[src/sv/ptw_pkg.sv]
`timescale 1ns / 1ps
// Shared types, codes and constants for the four-level page table walker.
// No dependencies; every other file of the block uses this package.
package ptw_pkg;

   // Default physical address width; table bases and 4K frames use bits PHYS-1:12
   localparam int unsigned PHYS_ADDR_BITS_DEFAULT = 48;

   localparam int unsigned PAGE_SHIFT   = 12;
   localparam int unsigned VA_BITS      = 48;
   localparam int unsigned ADDR52_BITS  = 52;
   localparam int unsigned INDEX_BITS   = 9;
   localparam int unsigned ENTRY_BITS   = 64;
   localparam int unsigned CSR_IDX_BITS = 1;
   localparam int unsigned CSR_DATA_BITS = 64;

   // Entry flag bits
   localparam int unsigned ENTRY_PRESENT_BIT = 0;
   localparam int unsigned ENTRY_LARGE_BIT   = 7;

   // Request kinds (req_type)
   localparam logic REQ_START    = 1'b0;
   localparam logic REQ_RESPONSE = 1'b1;

   // Result kinds (out_kind)
   localparam logic KIND_READ = 1'b0;
   localparam logic KIND_DONE = 1'b1;

   // Configuration register indexes
   localparam logic [CSR_IDX_BITS-1:0] CSR_ROOT_TABLE_BASE    = 1'd0;
   localparam logic [CSR_IDX_BITS-1:0] CSR_FIVE_LEVEL_ENABLED = 1'd1;

   // Walk levels: idle, then PML4, PDPT, PD, PT
   localparam logic [2:0] LVL_IDLE = 3'd0;
   localparam logic [2:0] LVL_PML4 = 3'd1;
   localparam logic [2:0] LVL_PDPT = 3'd2;
   localparam logic [2:0] LVL_PD   = 3'd3;
   localparam logic [2:0] LVL_PT   = 3'd4;

   typedef enum logic [1:0] {
      WALK_SUCCESS       = 2'd0,
      WALK_NOT_PRESENT   = 2'd1,
      WALK_INVALID_ROOT  = 2'd2,
      WALK_NOT_SUPPORTED = 2'd3
   } walk_status_type;

   typedef enum logic [1:0] {
      PAGE_NONE = 2'd0,
      PAGE_4K   = 2'd1,
      PAGE_2M   = 2'd2,
      PAGE_1G   = 2'd3
   } page_size_type;

   typedef struct packed {
      logic                  req_type;
      logic [63:0]           virt_addr;
      logic [ENTRY_BITS-1:0] entry_data;
      logic                  read_failed;
   } walk_item_type;

   typedef struct packed {
      logic                   out_kind;
      logic [ADDR52_BITS-1:0] read_addr;
      walk_status_type        walk_status;
      logic [ADDR52_BITS-1:0] phys_addr;
      page_size_type          page_size_code;
      logic [2:0]             depth_reached;
      logic [ENTRY_BITS-1:0]  final_entry;
   } walk_result_type;

endpackage

[src/sv/ptw_walk_ctrl.sv]
`timescale 1ns / 1ps
// Walk state and per-transaction step logic: start checks, entry decode,
// next read address and final translation. Depends on ptw_pkg.
module ptw_walk_ctrl #(
   parameter int unsigned PHYS_ADDR_BITS = ptw_pkg::PHYS_ADDR_BITS_DEFAULT
) (
   input  logic                     clock,
   input  logic                     reset,
   input  logic                     step_en,
   input  ptw_pkg::walk_item_type   item,
   input  logic [63:0]              root_table_base,
   input  logic                     five_level_enabled,
   output logic                     has_result,
   output ptw_pkg::walk_result_type result
);

   localparam int unsigned FRAME_BITS = PHYS_ADDR_BITS - ptw_pkg::PAGE_SHIFT;

   logic                                busy_ff, busy_in;
   logic [2:0]                          level_ff, level_in;
   logic [ptw_pkg::VA_BITS-1:0]         vaddr_ff, vaddr_in;
   logic [FRAME_BITS-1:0]               frame_ff, frame_in;
   logic [ptw_pkg::ENTRY_BITS-1:0]      entry;
   logic [ptw_pkg::INDEX_BITS-1:0]      idx;
   logic                                issue_read;

   // Decode one transaction against the current walk state
   always_comb begin
      entry      = item.read_failed ? '0 : item.entry_data;
      busy_in    = busy_ff;
      level_in   = level_ff;
      vaddr_in   = vaddr_ff;
      frame_in   = frame_ff;
      issue_read = 1'b0;
      has_result = 1'b0;
      result     = '0;

      if (item.req_type == ptw_pkg::REQ_START) begin
         // A start drops any walk in progress
         has_result = 1'b1;
         busy_in    = 1'b0;
         level_in   = ptw_pkg::LVL_IDLE;
         if (five_level_enabled) begin
            result.walk_status = ptw_pkg::WALK_NOT_SUPPORTED;
         end else if (root_table_base[ptw_pkg::PAGE_SHIFT-1:0] != '0 ||
                      root_table_base == '0) begin
            result.walk_status = ptw_pkg::WALK_INVALID_ROOT;
         end else begin
            busy_in    = 1'b1;
            level_in   = ptw_pkg::LVL_PML4;
            vaddr_in   = item.virt_addr[ptw_pkg::VA_BITS-1:0];
            frame_in   = root_table_base[PHYS_ADDR_BITS-1:ptw_pkg::PAGE_SHIFT];
            issue_read = 1'b1;
         end
      end else if (item.req_type == ptw_pkg::REQ_RESPONSE && busy_ff) begin
         has_result = 1'b1;
         busy_in    = 1'b0;
         level_in   = ptw_pkg::LVL_IDLE;
         result.depth_reached = level_ff;
         result.final_entry   = entry;
         if (!entry[ptw_pkg::ENTRY_PRESENT_BIT]) begin
            result.walk_status = ptw_pkg::WALK_NOT_PRESENT;
         end else if (level_ff == ptw_pkg::LVL_PDPT && entry[ptw_pkg::ENTRY_LARGE_BIT]) begin
            result.phys_addr      = {entry[51:30], vaddr_ff[29:0]};
            result.page_size_code = ptw_pkg::PAGE_1G;
         end else if (level_ff == ptw_pkg::LVL_PD && entry[ptw_pkg::ENTRY_LARGE_BIT]) begin
            result.phys_addr      = {entry[51:21], vaddr_ff[20:0]};
            result.page_size_code = ptw_pkg::PAGE_2M;
         end else if (level_ff == ptw_pkg::LVL_PT) begin
            result.phys_addr =
               (ptw_pkg::ADDR52_BITS'(entry[PHYS_ADDR_BITS-1:ptw_pkg::PAGE_SHIFT])
                << ptw_pkg::PAGE_SHIFT) |
               ptw_pkg::ADDR52_BITS'(vaddr_ff[ptw_pkg::PAGE_SHIFT-1:0]);
            result.page_size_code = ptw_pkg::PAGE_4K;
         end else begin
            // Descend one level
            busy_in    = 1'b1;
            level_in   = level_ff + 3'd1;
            frame_in   = entry[PHYS_ADDR_BITS-1:ptw_pkg::PAGE_SHIFT];
            issue_read = 1'b1;
            result.depth_reached = '0;
            result.final_entry   = '0;
         end
      end

      // Pick the table index for the level being read
      case (level_in)
         ptw_pkg::LVL_PML4: idx = vaddr_in[47:39];
         ptw_pkg::LVL_PDPT: idx = vaddr_in[38:30];
         ptw_pkg::LVL_PD:   idx = vaddr_in[29:21];
         default:           idx = vaddr_in[20:12];
      endcase

      result.out_kind = issue_read ? ptw_pkg::KIND_READ : ptw_pkg::KIND_DONE;
      if (issue_read) begin
         // Base is page aligned, so the add is a plain merge
         result.read_addr =
            (ptw_pkg::ADDR52_BITS'(frame_in) << ptw_pkg::PAGE_SHIFT) |
            (ptw_pkg::ADDR52_BITS'(idx) << 3);
      end
   end

   // Advance walk state on each processed transaction
   always_ff @(posedge clock) begin
      if (reset) begin
         busy_ff  <= 1'b0;
         level_ff <= ptw_pkg::LVL_IDLE;
         vaddr_ff <= '0;
         frame_ff <= '0;
      end else if (step_en) begin
         busy_ff  <= busy_in;
         level_ff <= level_in;
         vaddr_ff <= vaddr_in;
         frame_ff <= frame_in;
      end
   end

endmodule

[src/sv/four_level_page_table_walker.sv]
`timescale 1ns / 1ps
// Top level of the four-level page table walker: stream ports, configuration
// registers, input and result registers. Depends on ptw_pkg and ptw_walk_ctrl.
//
//   channel  direction  carries
//   req_*    in         start requests and memory entry responses
//   rsp_*    out        entry read requests and finished walk results
//   csr_*    in         root table base and five-level enable writes
//
// One transaction per cycle is accepted while rsp is not stalled; each goes from req
// to rsp via the input register, then one step of decode logic into the result register.
// Memory latency outside the block sets the time of a whole walk.
// Reset is synchronous and clears the walk state, valid flags and configuration registers.
// A stalled rsp side holds the result; the input register holds one more
// transaction, then req_tready drops.
module four_level_page_table_walker #(
   parameter int unsigned PHYS_ADDR_BITS = ptw_pkg::PHYS_ADDR_BITS_DEFAULT
) (
   input  logic                              clock,
   input  logic                              reset,
   // Request channel
   input  logic                              req_tvalid,
   output logic                              req_tready,
   input  logic [127:0]                      req_tdata,  // virt_addr, entry_data
   input  logic [1:0]                        req_tuser,  // req_type, read_failed
   // Result channel
   output logic                              rsp_tvalid,
   input  logic                              rsp_tready,
   // read_addr, walk_status, phys_addr, page_size_code, depth_reached,
   // final_entry, one zero pad bit
   output logic [175:0]                      rsp_tdata,
   output logic [0:0]                        rsp_tuser,  // out_kind
   // Configuration
   input  logic                              csr_wr_en,
   input  logic [ptw_pkg::CSR_IDX_BITS-1:0]  csr_index,
   input  logic [ptw_pkg::CSR_DATA_BITS-1:0] csr_wdata
);

   logic                     in_valid_ff, in_valid_in;
   ptw_pkg::walk_item_type   in_item_ff;
   logic                     rsp_valid_ff, rsp_valid_in;
   ptw_pkg::walk_result_type rsp_data_ff;
   logic [63:0]              root_ff;
   logic                     five_level_ff;
   logic                     advance;
   logic                     load_in;
   logic                     has_result;
   ptw_pkg::walk_result_type step_result;

   // Configuration registers
   always_ff @(posedge clock) begin
      if (reset) begin
         root_ff       <= '0;
         five_level_ff <= 1'b0;
      end else if (csr_wr_en) begin
         case (csr_index)
            ptw_pkg::CSR_ROOT_TABLE_BASE:    root_ff       <= csr_wdata;
            ptw_pkg::CSR_FIVE_LEVEL_ENABLED: five_level_ff <= csr_wdata[0];
            default: ;
         endcase
      end
   end

   // Step the held transaction when the result register is free or draining
   assign advance    = in_valid_ff && (!rsp_valid_ff || rsp_tready);
   assign req_tready = !in_valid_ff || advance;
   assign load_in    = req_tvalid && req_tready;

   always_comb begin
      in_valid_in = in_valid_ff;
      if (load_in) begin
         in_valid_in = 1'b1;
      end else if (advance) begin
         in_valid_in = 1'b0;
      end
   end

   // Input register
   always_ff @(posedge clock) begin
      if (reset) begin
         in_valid_ff <= 1'b0;
      end else begin
         in_valid_ff <= in_valid_in;
      end
   end

   always_ff @(posedge clock) begin
      if (load_in) begin
         in_item_ff.req_type    <= req_tuser[0];
         in_item_ff.read_failed <= req_tuser[1];
         in_item_ff.virt_addr   <= req_tdata[63:0];
         in_item_ff.entry_data  <= req_tdata[127:64];
      end
   end

   ptw_walk_ctrl #(
      .PHYS_ADDR_BITS(PHYS_ADDR_BITS)
   ) u_walk_ctrl (
      .clock              (clock),
      .reset              (reset),
      .step_en            (advance),
      .item               (in_item_ff),
      .root_table_base    (root_ff),
      .five_level_enabled (five_level_ff),
      .has_result         (has_result),
      .result             (step_result)
   );

   // Result register: load a new result, drop a taken one
   always_comb begin
      rsp_valid_in = rsp_valid_ff;
      if (advance && has_result) begin
         rsp_valid_in = 1'b1;
      end else if (rsp_tready) begin
         rsp_valid_in = 1'b0;
      end
   end

   always_ff @(posedge clock) begin
      if (reset) begin
         rsp_valid_ff <= 1'b0;
      end else begin
         rsp_valid_ff <= rsp_valid_in;
      end
   end

   always_ff @(posedge clock) begin
      if (advance && has_result) begin
         rsp_data_ff <= step_result;
      end
   end

   assign rsp_tvalid = rsp_valid_ff;
   assign rsp_tuser  = rsp_data_ff.out_kind;
   assign rsp_tdata  = {1'b0,
                        rsp_data_ff.final_entry,
                        rsp_data_ff.depth_reached,
                        rsp_data_ff.page_size_code,
                        rsp_data_ff.phys_addr,
                        rsp_data_ff.walk_status,
                        rsp_data_ff.read_addr};

   // A held transaction stays put while the result side is stalled
   assert property (@(posedge clock) disable iff (reset)
      (in_valid_ff && rsp_valid_ff && !rsp_tready) |=> (in_valid_ff && $stable(in_item_ff)))
      else $error("input register changed while result side stalled");

   // Entry reads are 8-byte aligned and inside the physical address range
   assert property (@(posedge clock) disable iff (reset)
      (rsp_valid_ff && rsp_data_ff.out_kind == ptw_pkg::KIND_READ) |->
         (rsp_data_ff.read_addr[2:0] == 3'd0 &&
          (rsp_data_ff.read_addr >> PHYS_ADDR_BITS) == '0))
      else $error("entry read address misaligned or out of range");

   // A successful walk names a page size and ends at level two or deeper
   assert property (@(posedge clock) disable iff (reset)
      (rsp_valid_ff && rsp_data_ff.out_kind == ptw_pkg::KIND_DONE &&
       rsp_data_ff.walk_status == ptw_pkg::WALK_SUCCESS) |->
         (rsp_data_ff.page_size_code != ptw_pkg::PAGE_NONE &&
          rsp_data_ff.depth_reached >= ptw_pkg::LVL_PDPT))
      else $error("successful walk without page size or depth");

endmodule
[config.mk]
export PLATFORM = sky130hd
export DESIGN_NAME = four_level_page_table_walker
export DESIGN_NICKNAME = d
export VERILOG_FILES = /design/src/sv/ptw_pkg.sv /design/src/sv/ptw_walk_ctrl.sv /design/src/sv/four_level_page_table_walker.sv
export SDC_FILE = /design/constraint.sdc
export NUM_CORES = 1
export LEC_CHECK = 0
export ABC_AREA = 1
export ABC_CLOCK_PERIOD_IN_PS = 11700
export BUFFER_PORTS_ARGS = -buffer_cell sky130_fd_sc_hd__buf_4
export CAP_MARGIN = 25
export CORE_MARGIN = 2
export CORE_UTILIZATION = 53
export DETAILED_ROUTE_END_ITERATION = 8
export PLACE_DENSITY = 0.85
export SYNTH_ARGS = -nofsm -noshare
export SYNTH_HDL_FRONTEND = slang
export SYNTH_SLANG_ARGS = --single-unit
[constraint.sdc]
create_clock -name clock -period 11.7 [get_ports clock]
set_clock_uncertainty 0.05 [all_clocks]
set_input_delay 0.585 -clock clock [delete_from_list [all_inputs] [get_ports clock]]
set_output_delay 0.585 -clock clock [all_outputs]
set_load 0.01 [all_outputs]
Yosys cells after proc, flatten, opt, wreduce, memory -nomap -nowiden

Index checks and enable logic that the tools add are counted.

Word-level logic and storage cells: 106
Memory bits (read-only): 0
Memory bits (writable): 0
Bits in registers: 445
Bits in latches: 0
Memories: 0

Div/mod/pow operators: 0
Multiplexer cells: 50
Bitwise gates (word level): 6
Eq/ne operators: 7
$add $sub $neg: 1
Reduce and logical (&&, ||, !) cells: 21
Multipliers: 0
Shift operators: 0
$lt $le $gt $ge: 0

Operators with widths:

| cell                                                 | number |
|---|---|
| two-way mux 36 bit                                   | 8 |
| two-way mux 67 bit                                   | 3 |
| two-way mux 54 bit                                   | 3 |
| two-way mux 48 bit                                   | 3 |
| two-way mux 123 bit                                  | 1 |
| two-way mux 121 bit                                  | 1 |
| OR 48 x 12 -> 48 bit                                 | 2 |
| zero test 64 bit                                     | 1 |
| two-way mux 64 bit                                   | 1 |
| one-hot mux 9 bit (3 select lines)                   | 1 |
| two-way mux 3 bit                                    | 7 |
| two-way mux 1 bit                                    | 19 |
| equality test 3 x 2 -> 1 bit (second input constant) | 4 |
| nonzero test 12 bit                                  | 1 |
| AND reduction 2 bit                                  | 4 |
| logical AND 1 bit                                    | 6 |
| two-way mux 2 bit                                    | 3 |
| inverter 1 bit                                       | 4 |
| AND reduction 4 bit                                  | 1 |
| nonzero test 2 bit                                   | 2 |
| adder 3 x 1 -> 3 bit (second input constant)         | 1 |
| equality test 3 x 1 -> 1 bit (second input constant) | 1 |
| equality test 3 bit (second input constant)          | 1 |
| logical OR 1 bit                                     | 3 |
| other kinds (3)                                      | 4 |

Depth between registers and ports, before layout

Depth in word-level cells: 10
Depth in mapped cells: 15
Mapped depth without buffers: 15

Modules after synthesis

A second synthesis with hierarchy kept.

Cell total of the unflattened synthesis: 1682
Area, all modules: 17080.1 um^2

Modules (own cells, without submodules):

| module                       | instances | area an instance (um^2) | cells each |
|---|---|---|---|
| four_level_page_table_walker | 1         | 12047.8                 | 744 |
| ptw_walk_ctrl                | 1         | 5032.3                  | 938 |

Worst setup path after synthesis

OpenSTA, ideal clock, no wires.

Kind: in2reg
Start: in rsp_tready
End: reg rsp_data_ff, in the netlist rsp_tdata[100], enable pin
Stages on the path: 4
Setup slack: 3.066 ns
Data required time: 10.947 ns
Arrival: 7.881 ns
Cells stage by stage: inv_1 -> nand2_1 -> nand2_1 -> nor2_1

Word-level cells in the longest chain between the ends: 3

RTL lines:

| item                   | line                                | RTL |
|---|---|---|
| start: declaration     | four_level_page_table_walker.sv:28  | `input logic rsp_tready,` |
| logical OR 1 bit       | four_level_page_table_walker.sv:65  | `assign advance = in_valid_ff && (!rsp_valid_ff \|\| rsp_tready);` |
| logical AND 1 bit      | four_level_page_table_walker.sv:65  |  |
| logical AND 1 bit      | four_level_page_table_walker.sv:128 | `if (advance && has_result) begin` |
| end signal: assignment | four_level_page_table_walker.sv:129 | `rsp_data_ff <= step_result;` |
| end: declaration       | four_level_page_table_walker.sv:42  | `ptw_pkg::walk_result_type rsp_data_ff;` |

No other way between the ends.
A chain may end at the register's enable or synchronous reset.

Worst setup path after layout

Start: reg in_item_ff[129] (netlist bit)
End: reg rsp_data_ff, in the netlist rsp_tdata[114], enable pin

Word-level cells in the longest chain between the ends: 4

RTL lines:

| item                | line                                | RTL |
|---|---|---|
| start: declaration  | four_level_page_table_walker.sv:40  | `ptw_pkg::walk_item_type in_item_ff;` |
| logical AND 1 bit   | ptw_walk_ctrl.sv:55                 | `end else if (item.req_type == ptw_pkg::REQ_RESPONSE && busy_ff) begin` |
| two-way mux 1 bit   | ptw_walk_ctrl.sv:55                 |  |
| two-way mux 1 bit * | ptw_walk_ctrl.sv:38                 | `if (item.req_type == ptw_pkg::REQ_START) begin` |
| logical AND 1 bit * | four_level_page_table_walker.sv:128 |  |

Mark *: on every way between the ends. The rest lies on a longest branch, timed or not.

==> flow_summary.yaml <==
outcome:
  status: "completed"
sta:
  fmax_ghz: 0.224
  tns_ns: 0
  post-route-period-util_pct: 38.1
  holdWs_ns: 0.187
  finalSetupViolations: 0
  max_slew_margin_pct: 34.2
  rsz0062_at_grt: "false"
  final-max-slew-violation-count: 0
  finalHoldViolCount: 0
  fin_crit_ns: 4.46
  tightest_slew_ns: 0.987
clock_tree:
  cts_buffers: 41
  ctsHoldBuffers: 0
  clock_latency_ns: 0.52
  postCtsSetupRepairBufs: 0
  clock_path_buffers: 3
  cts_root_buf: "clkbuf_16"
  cts_num_sinks: 402
  cts_tree: "built"
  clkTransAtPathRegs_ns: 0.06
  htree_levels: 2
  ctsResizeCount: 0
global_route:
  grtUsageTotal_pct: 26.1
  grt_pass1_wl_um: 61500
  first_global_vias: 11400
  grt_max_degree: 76
  antenna_found_initial: 3
  overflow: 0
floorplanning:
  die_h_um: 175
  num_io_pins: 379
  row_count: 62
  initial_core_util_pct: 54.1
  die_w_um: 175
  dieArea_um2: 30700
  coreArea_um2: 28800
drt:
  wirelength_um: 41000
  drt_iter0_drc: 1227
  drt-pass1-iter-count: 6
  drc: 0
  avgRoutedWirePerCell_um: 18.5
  num_vias: 11800
  viasPerCell: 5.34
  final_antenna_net_count: 0
pwr:
  peakVddDrop_v: 0.000109
  sw_frac_of_total_pct: 21.9
  pwr-share-seq_pct: 51.5
  total_leakage_power_nw: 8.53
  finalPower_w: 0.00311
  p_int_w: 0.00243
  p_sw_w: 0.000680
  combPwrFrac_pct: 7.2
  pwr-share-clk_pct: 41.3
  power.density_nw_per_um2: 157
critical_path:
  arrival_ns: 4.55
  reg2reg_setup_slack_ns: 7.24
  cp-endpoint: "rsp_tdata[114]"
  cp_max_fo: 75
  criticalPathCategory: "reg -> reg"
  cp-start-kind: "flip-flop"
  r2r_end: "rsp_tdata[114]"
  crit_required_ns: 11.79
  worstRegToRegCells: 5
  cp-startpoint: "in_item_ff[129]"
  timing.rr.start: "in_item_ff[129]"
  cp-end-kind: "flip-flop"
synth:
  avgSynthCellArea_um2: 10.6
  ys_seq_area_share_pct: 69.9
  synth_area_leader_cell: "edfxtp_1"
  synth_edf_count: 283
  synth_area_um2: 15600
  synth_commonest_cells: "283 x edfxtp_1, 281 x nor2_1, 274 x nand2_1"
  synthArstFlopShare_pct: 0
  yosysTopAreaCellShare_pct: 54.6
  synth_ff_type: "edfxtp_1"
  synth_area_leaders: "edfxtp_1 55%, dfxtp_1 15%, nor2_1 6.8%"
  yosys_warnings: 0
  synth-seq-cells: 402
  synth_most_common_cell: "edfxtp_1"
  syn_inst: 1469
  synthDistinctLibCells: 32
placed_design:
  dp_hpwl_um: 28000
  io_buffer_count: 354
  gp_congestion: 0.842
  dpl_cell_area_um2: 18500
min_path:
  hp-class: "in -> reg"
cells_and_area:
  num-nets-final: 2000
  nFillCells: 2043
  drive_gt1_share_pct: 25.3
  final_cell_area_um2: 19800
  area_growth_pct: 27.5
  final_core_util_pct: 68.9
job:
  maxCapViolCount: 0
[critical path: stages (launching register included)]
cell and delay (ns):
edfxtp_1 0.58, inv_1 0.73, nor2_1 0.20, nor2_4 0.66, buf_4 0.83, buf_4 0.87
[registers in the layout (all words and copies together), names as in the netlist]
register	flops
five_level_ff	1
in_item_ff	114
in_valid_ff	1
root_ff	64
rsp_tdata	168
rsp_tuser	1
rsp_tvalid	1
u_walk_ctrl.busy_ff	1
u_walk_ctrl.level_ff	3
u_walk_ctrl.vaddr_ff	48
[layer usage]
layer  routed length, um  GRT usage [%]  part of all wire, %  vias to the layer above
met5                   0              0                    0                        -
met4                1840           12.7                  4.5                        0
met3                3800           4.96                  9.3                      119
met2               20300           44.7                   50                      653
met1               15100           32.0                   37                     5517
li1                    -              -                    -                     5533
[logic make-up after synthesis]
| kind of cell | after synthesis | share of synthesized area, % |
|---|---|---|
| buffers and inverters | 216 | 5.51 |
| and+or+nand+nor | 654 | 17.4 |
| AOI/OAI and AO/OA | 192 | 6.81 |
| adders and majority gates | 4 | 0.322 |
| other | 1 | 0.0241 |
| DFF | 402 | 69.9 |
[placed cells by master (no fill, tap or decap), drive strengths merged, types with 4 or more instances in the layout]
| cell | n |
|---|---|
| a211oi | 12 |
| a21oi | 65 |
| buf | 366 |
| clkbuf | 56 |
| clkinv | 14 |
| conb | 8 |
| dfxtp | 119 |
| edfxtp | 283 |
| ha | 4 |
| inv | 128 |
| nand2 | 282 |
| nand3 | 28 |
| nand4 | 30 |
| nor2 | 286 |
| nor3 | 27 |
| o21ai | 94 |
| o22ai | 19 |
[power groups by stage]
stage | clock network [W] | registers (W) | logic, W
final | 0.00129 | 0.00160 | 0.000223
after global routing | 0.00135 | 0.00161 | 0.000245
after CTS | 0.00130 | 0.00160 | 0.000222
after detailed placement | 0 | 0.00163 | 0.000220
after global placement | 0 | 0.00163 | 0.000213
after floorplan | 0 | 0.00164 | 0.000112
[how the worst min path moves through the flow]
stage	start	end	slack, ns	depth (start not counted)
finish	req_tdata[73]	in_item_ff[10]	0.19	1
global route	req_tdata[68]	in_item_ff[5]	0.17	1
CTS	req_tdata[68]	in_item_ff[5]	0.17	1
detailed placement	u_walk_ctrl.vaddr_ff[9]	u_walk_ctrl.vaddr_ff[9]	0.40	2
global placement	u_walk_ctrl.vaddr_ff[5]	u_walk_ctrl.vaddr_ff[5]	0.39	2
floorplan	root_ff[51]	root_ff[51]	0.38	2
[through the flow]
step                setup slack [ns]  cells
CTS                             7.24   2211
global route                    6.86   2215
floorplan                       3.07   1476
finish                          7.24   2215
detailed placement              7.28   2136
global placement                7.39   2135
[layout make-up]
| type | instances | area [um2] | area share, % |
|---|---|---|---|
| clock inverter | 19 | 175 | 0.883 |
| timing repair buffer | 366 | 2770 | 14.0 |
| antenna | 3 | 7.51 | 0.0378 |
| clock buffer | 56 | 1160 | 5.87 |
| inverter | 127 | 479 | 2.42 |
| multi-input combinational | 858 | 3880 | 19.6 |
| sequential | 402 | 10900 | 54.9 |
| tap | 384 | 480 | 2.42 |
Note: power is estimated with default switching activity, not from simulation.
